$ cat src/design/dsobel_pkg.sv
`default_nettype none

package dsobel_pkg;

	localparam int MAX_WIDTH_DEF  = 256;
	localparam int MAX_HEIGHT_DEF = 256;
	localparam int PIXEL_BITS_DEF = 8;

	localparam int PIX_IN_W    = 8;
	localparam int COORD_W     = 8;
	localparam int LEVEL_W     = 8;
	localparam int SIZE_W      = 9;
	localparam int CFG_INDEX_W = 2;
	localparam int CFG_DATA_W  = 9;

	localparam logic [CFG_INDEX_W-1:0] REG_FRAME_WIDTH  = 2'd0;
	localparam logic [CFG_INDEX_W-1:0] REG_FRAME_HEIGHT = 2'd1;
	localparam logic [CFG_INDEX_W-1:0] REG_MAX_LEVEL    = 2'd2;

	localparam logic [SIZE_W-1:0]  FRAME_WIDTH_RST  = 9'd256;
	localparam logic [SIZE_W-1:0]  FRAME_HEIGHT_RST = 9'd256;
	localparam logic [LEVEL_W-1:0] MAX_LEVEL_RST    = 8'd255;

	typedef struct packed {
		logic               has_res;
		logic               frame_end;
		logic [COORD_W-1:0] center_row;
		logic [COORD_W-1:0] center_col;
	} scan_info_t;

endpackage

`default_nettype wire

$ cat src/design/dsobel_if.sv
`default_nettype none

interface dsobel_pix_if;
	logic       valid;
	logic       ready;
	logic [7:0] pixel_value;

	modport source (output valid, output pixel_value, input ready);
	modport sink (input valid, input pixel_value, output ready);
endinterface

interface dsobel_res_if;
	logic       valid;
	logic       ready;
	logic [7:0] filtered_value;
	logic [7:0] center_row;
	logic [7:0] center_col;
	logic       frame_end;

	modport source (output valid, output filtered_value, output center_row,
		output center_col, output frame_end, input ready);
	modport sink (input valid, input filtered_value, input center_row,
		input center_col, input frame_end, output ready);
endinterface

`default_nettype wire

$ cat src/design/dsobel_ram.sv
`default_nettype none

module dsobel_ram #(
	parameter int WIDTH = 16,
	parameter int DEPTH = 256
) (
	input  wire                       clk,
	input  wire                       wr_en,
	input  wire  [$clog2(DEPTH)-1:0]  wr_addr,
	input  wire  [WIDTH-1:0]          wr_data,
	input  wire                       rd_en,
	input  wire  [$clog2(DEPTH)-1:0]  rd_addr,
	output logic [WIDTH-1:0]          rd_data
);

	logic [WIDTH-1:0] mem_q [DEPTH];
	logic [WIDTH-1:0] rd_q;

	always_ff @(posedge clk) begin
		if (wr_en) begin
			mem_q[wr_addr] <= wr_data;
		end
		if (rd_en) begin
			rd_q <= mem_q[rd_addr];
		end
	end

	assign rd_data = rd_q;

endmodule

`default_nettype wire

$ cat src/design/dsobel_scan.sv
`default_nettype none

module dsobel_scan #(
	parameter int MAX_WIDTH  = dsobel_pkg::MAX_WIDTH_DEF,
	parameter int MAX_HEIGHT = dsobel_pkg::MAX_HEIGHT_DEF
) (
	input  wire                                 clk,
	input  wire                                 arst_n,
	input  wire                                 step,
	input  wire  [dsobel_pkg::SIZE_W-1:0]       frame_width,
	input  wire  [dsobel_pkg::SIZE_W-1:0]       frame_height,
	output logic [$clog2(MAX_WIDTH)-1:0]        addr,
	output dsobel_pkg::scan_info_t              info
);
	import dsobel_pkg::*;

	localparam int CW  = $clog2(MAX_WIDTH);
	localparam int RW  = $clog2(MAX_HEIGHT);
	localparam int WSW = ($clog2(MAX_WIDTH + 1) > SIZE_W) ? $clog2(MAX_WIDTH + 1) : SIZE_W;
	localparam int HSW = ($clog2(MAX_HEIGHT + 1) > SIZE_W) ? $clog2(MAX_HEIGHT + 1) : SIZE_W;

	logic [CW-1:0]  col_q;
	logic [RW-1:0]  row_q;
	logic [WSW-1:0] width_raw, width_eff;
	logic [HSW-1:0] height_raw, height_eff;
	logic           col_last, row_last;
	logic [CW-1:0]  col_m1;
	logic [RW-1:0]  row_m1;

	// size registers saturated into 3..max
	always_comb begin
		width_raw  = WSW'(frame_width);
		height_raw = HSW'(frame_height);
		if (width_raw < WSW'(3)) begin
			width_eff = WSW'(3);
		end else if (width_raw > WSW'(MAX_WIDTH)) begin
			width_eff = WSW'(MAX_WIDTH);
		end else begin
			width_eff = width_raw;
		end
		if (height_raw < HSW'(3)) begin
			height_eff = HSW'(3);
		end else if (height_raw > HSW'(MAX_HEIGHT)) begin
			height_eff = HSW'(MAX_HEIGHT);
		end else begin
			height_eff = height_raw;
		end
	end

	assign col_last = (WSW'(col_q) + WSW'(1)) >= width_eff;
	assign row_last = (HSW'(row_q) + HSW'(1)) >= height_eff;
	assign col_m1   = col_q - CW'(1);
	assign row_m1   = row_q - RW'(1);

	assign addr            = col_q;
	assign info.has_res    = (col_q >= CW'(2)) && (row_q >= RW'(2));
	assign info.frame_end  = col_last && row_last;
	assign info.center_row = COORD_W'(row_m1);
	assign info.center_col = COORD_W'(col_m1);

	always_ff @(posedge clk or negedge arst_n) begin
		if (!arst_n) begin
			col_q <= '0;
			row_q <= '0;
		end else if (step) begin
			if (col_last) begin
				col_q <= '0;
				row_q <= row_last ? '0 : row_q + RW'(1);
			end else begin
				col_q <= col_q + CW'(1);
			end
		end
	end

endmodule

`default_nettype wire

$ cat src/design/dsobel_win.sv
`default_nettype none

module dsobel_win #(
	parameter int PIXEL_BITS = dsobel_pkg::PIXEL_BITS_DEF
) (
	input  wire                              clk,
	input  wire                              arst_n,
	input  wire                              step,
	input  wire  [PIXEL_BITS-1:0]            pix,
	input  wire  [PIXEL_BITS-1:0]            above1,
	input  wire  [PIXEL_BITS-1:0]            above2,
	input  dsobel_pkg::scan_info_t           info,
	input  wire  [dsobel_pkg::LEVEL_W-1:0]   max_level,
	output logic                             out_stall,
	dsobel_res_if.source                     results
);
	import dsobel_pkg::*;

	localparam int SUMW = ((PIXEL_BITS > LEVEL_W) ? PIXEL_BITS : LEVEL_W) + 3;

	// window columns kept as far as the kernel needs them
	logic [PIXEL_BITS-1:0] top2_q;
	logic [PIXEL_BITS-1:0] mid1_q, mid2_q;
	logic [PIXEL_BITS-1:0] bot1_q, bot2_q;

	logic [SUMW-1:0]        pos_sum, neg_sum, level_ext, clamped;
	logic signed [SUMW-1:0] diff;

	logic               valid_q;
	logic [LEVEL_W-1:0] value_q;
	logic [COORD_W-1:0] row_q, col_q;
	logic               end_q;

	// kernel applied to the window ending at this pixel's column, before its shift
	always_comb begin
		pos_sum   = SUMW'(mid1_q) + SUMW'({bot1_q, 1'b0}) + SUMW'(bot2_q);
		neg_sum   = SUMW'(top2_q) + SUMW'({above2, 1'b0}) + SUMW'(above1);
		diff      = $signed(pos_sum) - $signed(neg_sum);
		level_ext = SUMW'(max_level);
		if (diff[SUMW-1]) begin
			clamped = '0;
		end else if (unsigned'(diff) > level_ext) begin
			clamped = level_ext;
		end else begin
			clamped = unsigned'(diff);
		end
	end

	always_ff @(posedge clk) begin
		if (step) begin
			top2_q <= above2;
			mid1_q <= mid2_q;
			mid2_q <= above1;
			bot1_q <= bot2_q;
			bot2_q <= pix;
		end
		if (step && info.has_res) begin
			value_q <= LEVEL_W'(clamped);
			row_q   <= info.center_row;
			col_q   <= info.center_col;
			end_q   <= info.frame_end;
		end
	end

	always_ff @(posedge clk or negedge arst_n) begin
		if (!arst_n) begin
			valid_q <= 1'b0;
		end else if (step && info.has_res) begin
			valid_q <= 1'b1;
		end else if (results.ready) begin
			valid_q <= 1'b0;
		end
	end

	assign out_stall              = valid_q && !results.ready;
	assign results.valid          = valid_q;
	assign results.filtered_value = value_q;
	assign results.center_row     = row_q;
	assign results.center_col     = col_q;
	assign results.frame_end      = end_q;

endmodule

`default_nettype wire

$ cat src/design/diagonal_sobel_3x3_filter.sv
// Diagonal Sobel 3x3 edge filter on a raster pixel stream.
// pixels: one grayscale pixel per request, raster order, valid/ready.
// results: one request per interior window centre carrying the clamped
//   kernel response, the centre's row and column, and frame_end on the last
//   interior centre of a frame. Border pixels produce no result.
// cfg port: cfg_write with cfg_index 0 = frame_width, 1 = frame_height,
//   2 = max_level; write only while the filter holds no pixel in flight.
// Throughput: one pixel per cycle, sustained unless the output stalls. Each
//   pixel reads its column of the two-row line store (one 2*PIXEL_BITS word)
//   on acceptance and writes it back as it leaves the input stage, so the
//   line store RAM sets that rate.
// A pixel's result is registered in the input stage, then in the output register.
// Reset clears the row/column counters, empties the pipeline and loads the
//   size and level registers with 256, 256 and 255. The line store is not
//   cleared; rows are refilled before any window depends on them.
// A stalled result holds the output register; border pixels keep passing
//   through the input stage, and once a pixel that yields a result sits
//   there, ready drops until the stalled result leaves.
`default_nettype none

module diagonal_sobel_3x3_filter #(
	parameter int MAX_WIDTH  = dsobel_pkg::MAX_WIDTH_DEF,
	parameter int MAX_HEIGHT = dsobel_pkg::MAX_HEIGHT_DEF,
	parameter int PIXEL_BITS = dsobel_pkg::PIXEL_BITS_DEF
) (
	input  wire                                  clk,
	input  wire                                  arst_n,
	input  wire                                  cfg_write,
	input  wire  [dsobel_pkg::CFG_INDEX_W-1:0]   cfg_index,
	input  wire  [dsobel_pkg::CFG_DATA_W-1:0]    cfg_data,
	dsobel_pix_if.sink                           pixels,
	dsobel_res_if.source                         results
);
	import dsobel_pkg::*;

	localparam int CW    = $clog2(MAX_WIDTH);
	localparam int PEXTW = (PIXEL_BITS > PIX_IN_W) ? PIXEL_BITS : PIX_IN_W;

	logic [SIZE_W-1:0]  frame_width_q, frame_height_q;
	logic [LEVEL_W-1:0] max_level_q;

	logic                  accept, s1_adv, out_stall;
	logic [PEXTW-1:0]      pix_ext;
	logic [CW-1:0]         scan_addr;
	scan_info_t            scan_info;
	logic [2*PIXEL_BITS-1:0] ram_rd;

	logic                  valid_s1;
	logic [PIXEL_BITS-1:0] pix_s1;
	logic [CW-1:0]         addr_s1;
	scan_info_t            info_s1;

	always_ff @(posedge clk or negedge arst_n) begin
		if (!arst_n) begin
			frame_width_q  <= FRAME_WIDTH_RST;
			frame_height_q <= FRAME_HEIGHT_RST;
			max_level_q    <= MAX_LEVEL_RST;
		end else if (cfg_write) begin
			case (cfg_index)
				REG_FRAME_WIDTH:  frame_width_q  <= cfg_data;
				REG_FRAME_HEIGHT: frame_height_q <= cfg_data;
				REG_MAX_LEVEL:    max_level_q    <= LEVEL_W'(cfg_data);
				default: ;
			endcase
		end
	end

	// input stage moves on unless it holds a result that cannot leave
	assign s1_adv       = valid_s1 && (!info_s1.has_res || !out_stall);
	assign pixels.ready = !valid_s1 || s1_adv;
	assign accept       = pixels.valid && pixels.ready;
	assign pix_ext      = PEXTW'(pixels.pixel_value);

	dsobel_scan #(
		.MAX_WIDTH  (MAX_WIDTH),
		.MAX_HEIGHT (MAX_HEIGHT)
	) u_scan (
		.clk          (clk),
		.arst_n       (arst_n),
		.step         (accept),
		.frame_width  (frame_width_q),
		.frame_height (frame_height_q),
		.addr         (scan_addr),
		.info         (scan_info)
	);

	// word holds row r-2 in the upper half and row r-1 in the lower half
	dsobel_ram #(
		.WIDTH (2 * PIXEL_BITS),
		.DEPTH (MAX_WIDTH)
	) u_line_store (
		.clk     (clk),
		.wr_en   (s1_adv),
		.wr_addr (addr_s1),
		.wr_data ({ram_rd[PIXEL_BITS-1:0], pix_s1}),
		.rd_en   (accept),
		.rd_addr (scan_addr),
		.rd_data (ram_rd)
	);

	always_ff @(posedge clk or negedge arst_n) begin
		if (!arst_n) begin
			valid_s1 <= 1'b0;
		end else if (accept) begin
			valid_s1 <= 1'b1;
		end else if (s1_adv) begin
			valid_s1 <= 1'b0;
		end
	end

	always_ff @(posedge clk) begin
		if (accept) begin
			pix_s1  <= pix_ext[PIXEL_BITS-1:0];
			addr_s1 <= scan_addr;
			info_s1 <= scan_info;
		end
	end

	dsobel_win #(
		.PIXEL_BITS (PIXEL_BITS)
	) u_win (
		.clk       (clk),
		.arst_n    (arst_n),
		.step      (s1_adv),
		.pix       (pix_s1),
		.above1    (ram_rd[PIXEL_BITS-1:0]),
		.above2    (ram_rd[2*PIXEL_BITS-1:PIXEL_BITS]),
		.info      (info_s1),
		.max_level (max_level_q),
		.out_stall (out_stall),
		.results   (results)
	);

`ifndef SYNTH
	a_result_loaded: assert property (@(posedge clk) disable iff (!arst_n)
		(s1_adv && info_s1.has_res) |=> results.valid)
		else $error("result from input stage not presented");

	a_frame_end_interior: assert property (@(posedge clk) disable iff (!arst_n)
		(valid_s1 && info_s1.frame_end) |-> info_s1.has_res)
		else $error("frame end flagged on a border position");

	a_accept_fills_s1: assert property (@(posedge clk) disable iff (!arst_n)
		accept |=> valid_s1)
		else $error("accepted pixel lost from input stage");

	a_no_result_overwrite: assert property (@(posedge clk) disable iff (!arst_n)
		(s1_adv && info_s1.has_res) |-> !out_stall)
		else $error("pending result overwritten");
`endif

endmodule

`default_nettype wire
$ cat src/flat_wrapper.sv
// flat-port wrapper written by rule: the top's interface ports become plain ports
module diagonal_sobel_3x3_filter_flat import dsobel_pkg::*;
#(
	parameter int MAX_WIDTH  = dsobel_pkg::MAX_WIDTH_DEF,
	parameter int MAX_HEIGHT = dsobel_pkg::MAX_HEIGHT_DEF,
	parameter int PIXEL_BITS = dsobel_pkg::PIXEL_BITS_DEF
)
  (clk, arst_n, cfg_write, cfg_index, cfg_data, pixels_valid, pixels_pixel_value, pixels_ready, results_valid, results_filtered_value, results_center_row, results_center_col, results_frame_end, results_ready);
  dsobel_pix_if pixels_i ();
  dsobel_res_if results_i ();
  input  wire clk;
  input  wire arst_n;
  input  wire cfg_write;
  input  wire  [dsobel_pkg::CFG_INDEX_W-1:0] cfg_index;
  input  wire  [dsobel_pkg::CFG_DATA_W-1:0] cfg_data;
  input wire logic [$bits(pixels_i.valid)-1:0] pixels_valid;
  input wire logic [$bits(pixels_i.pixel_value)-1:0] pixels_pixel_value;
  output wire logic [$bits(pixels_i.ready)-1:0] pixels_ready;
  output wire logic [$bits(results_i.valid)-1:0] results_valid;
  output wire logic [$bits(results_i.filtered_value)-1:0] results_filtered_value;
  output wire logic [$bits(results_i.center_row)-1:0] results_center_row;
  output wire logic [$bits(results_i.center_col)-1:0] results_center_col;
  output wire logic [$bits(results_i.frame_end)-1:0] results_frame_end;
  input wire logic [$bits(results_i.ready)-1:0] results_ready;
  assign pixels_i.valid = pixels_valid;
  assign pixels_i.pixel_value = pixels_pixel_value;
  assign pixels_ready = pixels_i.ready;
  assign results_valid = results_i.valid;
  assign results_filtered_value = results_i.filtered_value;
  assign results_center_row = results_i.center_row;
  assign results_center_col = results_i.center_col;
  assign results_frame_end = results_i.frame_end;
  assign results_i.ready = results_ready;
  diagonal_sobel_3x3_filter #(.MAX_WIDTH(MAX_WIDTH), .MAX_HEIGHT(MAX_HEIGHT), .PIXEL_BITS(PIXEL_BITS)) u_core (.clk(clk), .arst_n(arst_n), .cfg_write(cfg_write), .cfg_index(cfg_index), .cfg_data(cfg_data), .pixels(pixels_i), .results(results_i));
endmodule
$ cat config.mk
export PLATFORM = sky130hd
export DESIGN_NAME = diagonal_sobel_3x3_filter_flat
export DESIGN_NICKNAME = d
export VERILOG_FILES = /design/src/design/dsobel_pkg.sv /design/src/design/dsobel_if.sv /design/src/design/dsobel_ram.sv /design/src/design/dsobel_scan.sv /design/src/design/dsobel_win.sv /design/src/design/diagonal_sobel_3x3_filter.sv /design/src/flat_wrapper.sv
export SDC_FILE = /design/constraint.sdc
export NUM_CORES = 2
export LEC_CHECK = 0
export ABC_CLOCK_PERIOD_IN_PS = 9400
export BUFFER_PORTS_ARGS = -buffer_cell sky130_fd_sc_hd__buf_2
export CORE_ASPECT_RATIO = 2
export CORE_UTILIZATION = 55
export CTS_CLUSTER_SIZE = 28
export DETAILED_ROUTE_END_ITERATION = 8
export PLACE_DENSITY = 0.75
export SLEW_MARGIN = 15
export SYNTH_ARGS = -nofsm -noshare
export SYNTH_HDL_FRONTEND = slang
export SYNTH_SLANG_ARGS = --single-unit
$ cat constraint.sdc
create_clock -name clk -period 9.4 [get_ports clk]
set_input_delay 1.41 -clock clk [delete_from_list [all_inputs] [get_ports clk]]
set_output_delay 1.41 -clock clk [all_outputs]
set_load 0.005 [all_outputs]
==> results.yml <==
timing:
  final.period_utilization_pct: 59.6
  whs_ns: 0.416
  setup_tns_ns: 0
  worst_pin_slew_ns: 1.43
  setup_ws_ns: 3.80
  fmax_mhz: 179
  maxSlewHeadroom_pct: 4.76
  hold_viol: 0
  maxSlewViolCount: 0
  skew_ns: 0.0703
  rsz0062_at_grt: "false"
  layout_min_cycle_time_ns: 5.60
  setup_violations: 0
synthesis:
  synth_compound_area_share_pct: 3.17
  synth_top_family_by_area: "multiplexers"
  synth_xor_area_share_pct: 0.191
  async_reset_ff_share_pct: 1.03
  yosysSeqAreaShare_pct: 77.3
  avgSynthCellArea_um2: 22.0
  ys_seq_elements: 4255
  synth-edff-count: 4211
  synthAdderAreaFrac_pct: 0.689
  syn_inst: 7512
  synthMuxAreaShare_pct: 15.1
  synthesis.nets: 7613
  synth_ff_type: "edfxtp_1"
  netlist_area_mm2: 0.165
  ys_types: 83
  synth_simple_gate_area_share_pct: 1.72
  synth-warning-count: 0
clock_network:
  cts.path.max_buffers: 4
  root_buffer: "clkbuf_16"
  cts_resized: 0
  path_clk_slew_ns: 0.08
  post_cts_buffers: 0
  cts_tree: "built"
  insertion_delay_ns: 0.95
  cts_buffers: 333
  cts_sinks: 4255
  htreeDepth: 5
  hold_buffers: 0
final_layout:
  area_growth_pct: 10.2
  nNetsFinal: 8011
  post-route-cell-area_mm2: 0.182
  stdcell_count: 12214
  drive_gt1_share_pct: 24.7
  multiInputGateArea_mm2: 0.0346
  regArea_mm2: 0.128
  final_util_pct: 60.8
  fill_cells: 19838
global_route:
  grt_pass1_vias: 83675
  grt_overflow: 0
  grt_usage_pct: 30.3
  antenna_found_initial: 31
  grt_pass1_wl_um: 636000
  grt_max_degree: 226
floorplan:
  io_pins: 51
  core_mm2: 0.299
  start_util_pct: 55.2
  die_h_um: 777
  rows: 284
  die_area_mm2: 0.302
  die_w_um: 389
placement:
  dp_slack_ns: 3.81
  dpl_cell_area_mm2: 0.171
  io_buffer_count: 50
  dp_hpwl_um: 279000
  place_inst: 11571
  place_congestion: 0.958
routing:
  vias_per_cell: 6.87
  routed_wl_um: 457000
  drt_pass1_iterations: 8
  antenna_left: 0
  vias: 83886
  wl_per_cell_um: 37.4
  dr.first_iter.drc_count: 11547
  drcViolationCount: 0
outcome:
  status: "finished clean"
setup_path:
  timing.rr.end: "u_core.u_line_store.rd_data[8]$_DFFE_PP_"
  crit_end: "u_core.u_line_store.rd_data[8]$_DFFE_PP_"
  reg2reg_slack_ns: 3.80
  r2r-start: "u_core.u_scan.addr[0]$_DFFE_PN0P_"
  crit_arrival_ns: 6.28
  path_cells: "buf_12 -> buf_4 -> mux4_2 -> a22o_1 -> a221oi_1 -> o22ai_1 -> or3_1 -> a221o_1"
  cpPeakStageDelay_ns: 0.98
  critical_path.max_fanout: 76
  critical_path_class: "flip-flop to flip-flop"
  cp-startpoint: "u_core.u_scan.addr[0]$_DFFE_PN0P_"
  start_kind: "flip-flop"
  reg2reg_depth: 8
  endpoint_kind: "flip-flop"
  critPathSlowestCell: "dfrtp_4"
  cp.required_ns: 10.08
hold_path:
  min_path_type: "flip-flop to flip-flop"
power_and_ir_drop:
  power.leakage_nw: 57.0
  p_total_mw: 56.3
  ir_drop_mv: 0.557
  power.density_mw_per_mm2: 310
job:
  maxCapViolations: 0
==> registers in the layout (all words and copies together), names as in the netlist, 9 cells and up <==
register,count
u_core.u_line_store.mem_q,4096
u_core.u_line_store.rd_data,16
u_core.frame_height_q,9
u_core.frame_width_q,9
u_core.info_s1,18
==> worst min-delay path by stage <==
stage	startpoint	depth (start not counted)	endpoint	slack (ns)
after floorplan	u_core.u_win.mid2_q[0]$_DFFE_PP_	0	u_core.u_win.mid1_q[0]$_DFFE_PP_	0.40
final	u_core.info_s1[3]$_DFFE_PP_	0	u_core.u_win.results.center_col[3]$_DFFE_PP_	0.42
after global routing	u_core.u_win.mid2_q[1]$_DFFE_PP_	0	u_core.u_win.mid1_q[1]$_DFFE_PP_	0.42
after CTS	u_core.u_win.mid2_q[1]$_DFFE_PP_	0	u_core.u_win.mid1_q[1]$_DFFE_PP_	0.41
after detailed placement	u_core.u_win.mid2_q[4]$_DFFE_PP_	0	u_core.u_win.mid1_q[4]$_DFFE_PP_	0.41
after global placement	u_core.info_s1[8]$_DFFE_PP_	0	u_core.u_win.results.center_row[0]$_DFFE_PP_	0.40
==> logic make-up after synthesis <==
logic type,Yosys count
fa+ha+maj,77
mux,1261
xor+xnor,36
compound gates,740
buf+inv,499
simple gates,644
flops,4255
==> layout make-up <==
cell class	instances	share of cell area (%)
clock buffer	396	4.82
sequential	4255	70.2
clock inverter	198	0.837
tap	4004	2.76
multi-input combinational	2758	19.0
timing repair buffer	481	2.12
inverter	81	0.171
antenna	41	0.0565
==> critical path: cells and delay by family (launching register included) <==
family                 cells  cell delay [ns]
buffers and inverters      2             1.25
AND/OR/NAND/NOR            1             0.62
multiplexers               1             0.65
flip-flops                 1             0.98
AO/OA/AOI/OAI              4             1.53
==> report_power, final <==
part | total, mW | switching (mW) | internal (mW)
sequential | 23.1 | 0.327 | 22.8
clock | 13.7 | 6.52 | 7.19
combinational | 19.5 | 12.5 | 6.97
==> placed cells by master, fill, tap and decap left out, types with 37 or more instances in the layout <==
master,synthesis,final
mux4_2,964,964
a21oi_1,146,142
nor2_1,341,330
clkbuf_16,0,340
clkinv_2,0,65
o21ai_0,73,69
o22ai_1,84,82
a221oi_1,66,65
buf_4,79,400
inv_1,77,76
o221ai_1,63,63
ha_1,54,54
edfxtp_1,4211,4211
clkbuf_1,137,52
mux2i_1,247,247
mux2_2,37,37
nand2_1,122,112
a22oi_1,127,127
diode_2,0,41
buf_2,119,50
a22o_1,58,58
clkinv_1,3,81
==> cells in the mapped netlist (6+ instances only) <==
library cell	count	area share, %
o221ai_1	63	0.33
xor2_1	14	0.074
mux2_2	37	0.25
buf_12	6	0.073
fa_1	23	0.28
nor2_1	341	0.78
or3_1	13	0.049
a211oi_1	17	0.077
xnor2_1	22	0.12
dfstp_2	10	0.16
nand2_1	122	0.28
a21boi_0	7	0.032
and3_1	13	0.049
mux4_1	13	0.21
buf_6	62	0.42
clkbuf_1	137	0.31
a21o_1	8	0.036
nor2b_1	19	0.072
mux2i_1	247	1.5
mux4_2	964	13
dfrtp_1	34	0.52
buf_2	119	0.36
nor3_1	36	0.11
a221o_1	10	0.061
a22o_1	58	0.31
o211ai_1	13	0.059
a31oi_1	11	0.042
o22ai_1	84	0.32
edfxtp_1	4211	77
a211o_1	7	0.037
a22oi_1	127	0.58
o21a_1	7	0.032
ha_1	54	0.41
nand4_1	6	0.023
nand3_1	34	0.10
a221oi_1	66	0.35
or2_2	7	0.027
buf_1	8	0.018
nor4_1	10	0.038
buf_4	79	0.36
nand2b_1	14	0.053
o21ai_0	73	0.22
a21oi_1	146	0.44
inv_1	77	0.18
==> per-layer routing <==
metal	up-vias	global-route usage (%)	routed length (um)
met2	5983	50.4	231000
met1	44014	33.6	140000
met4	8	24.5	42100
li1	32417	-	-
met3	1464	6.37	43700
met5	-	0	62
Note: power is estimated with default switching activity, not from simulation.
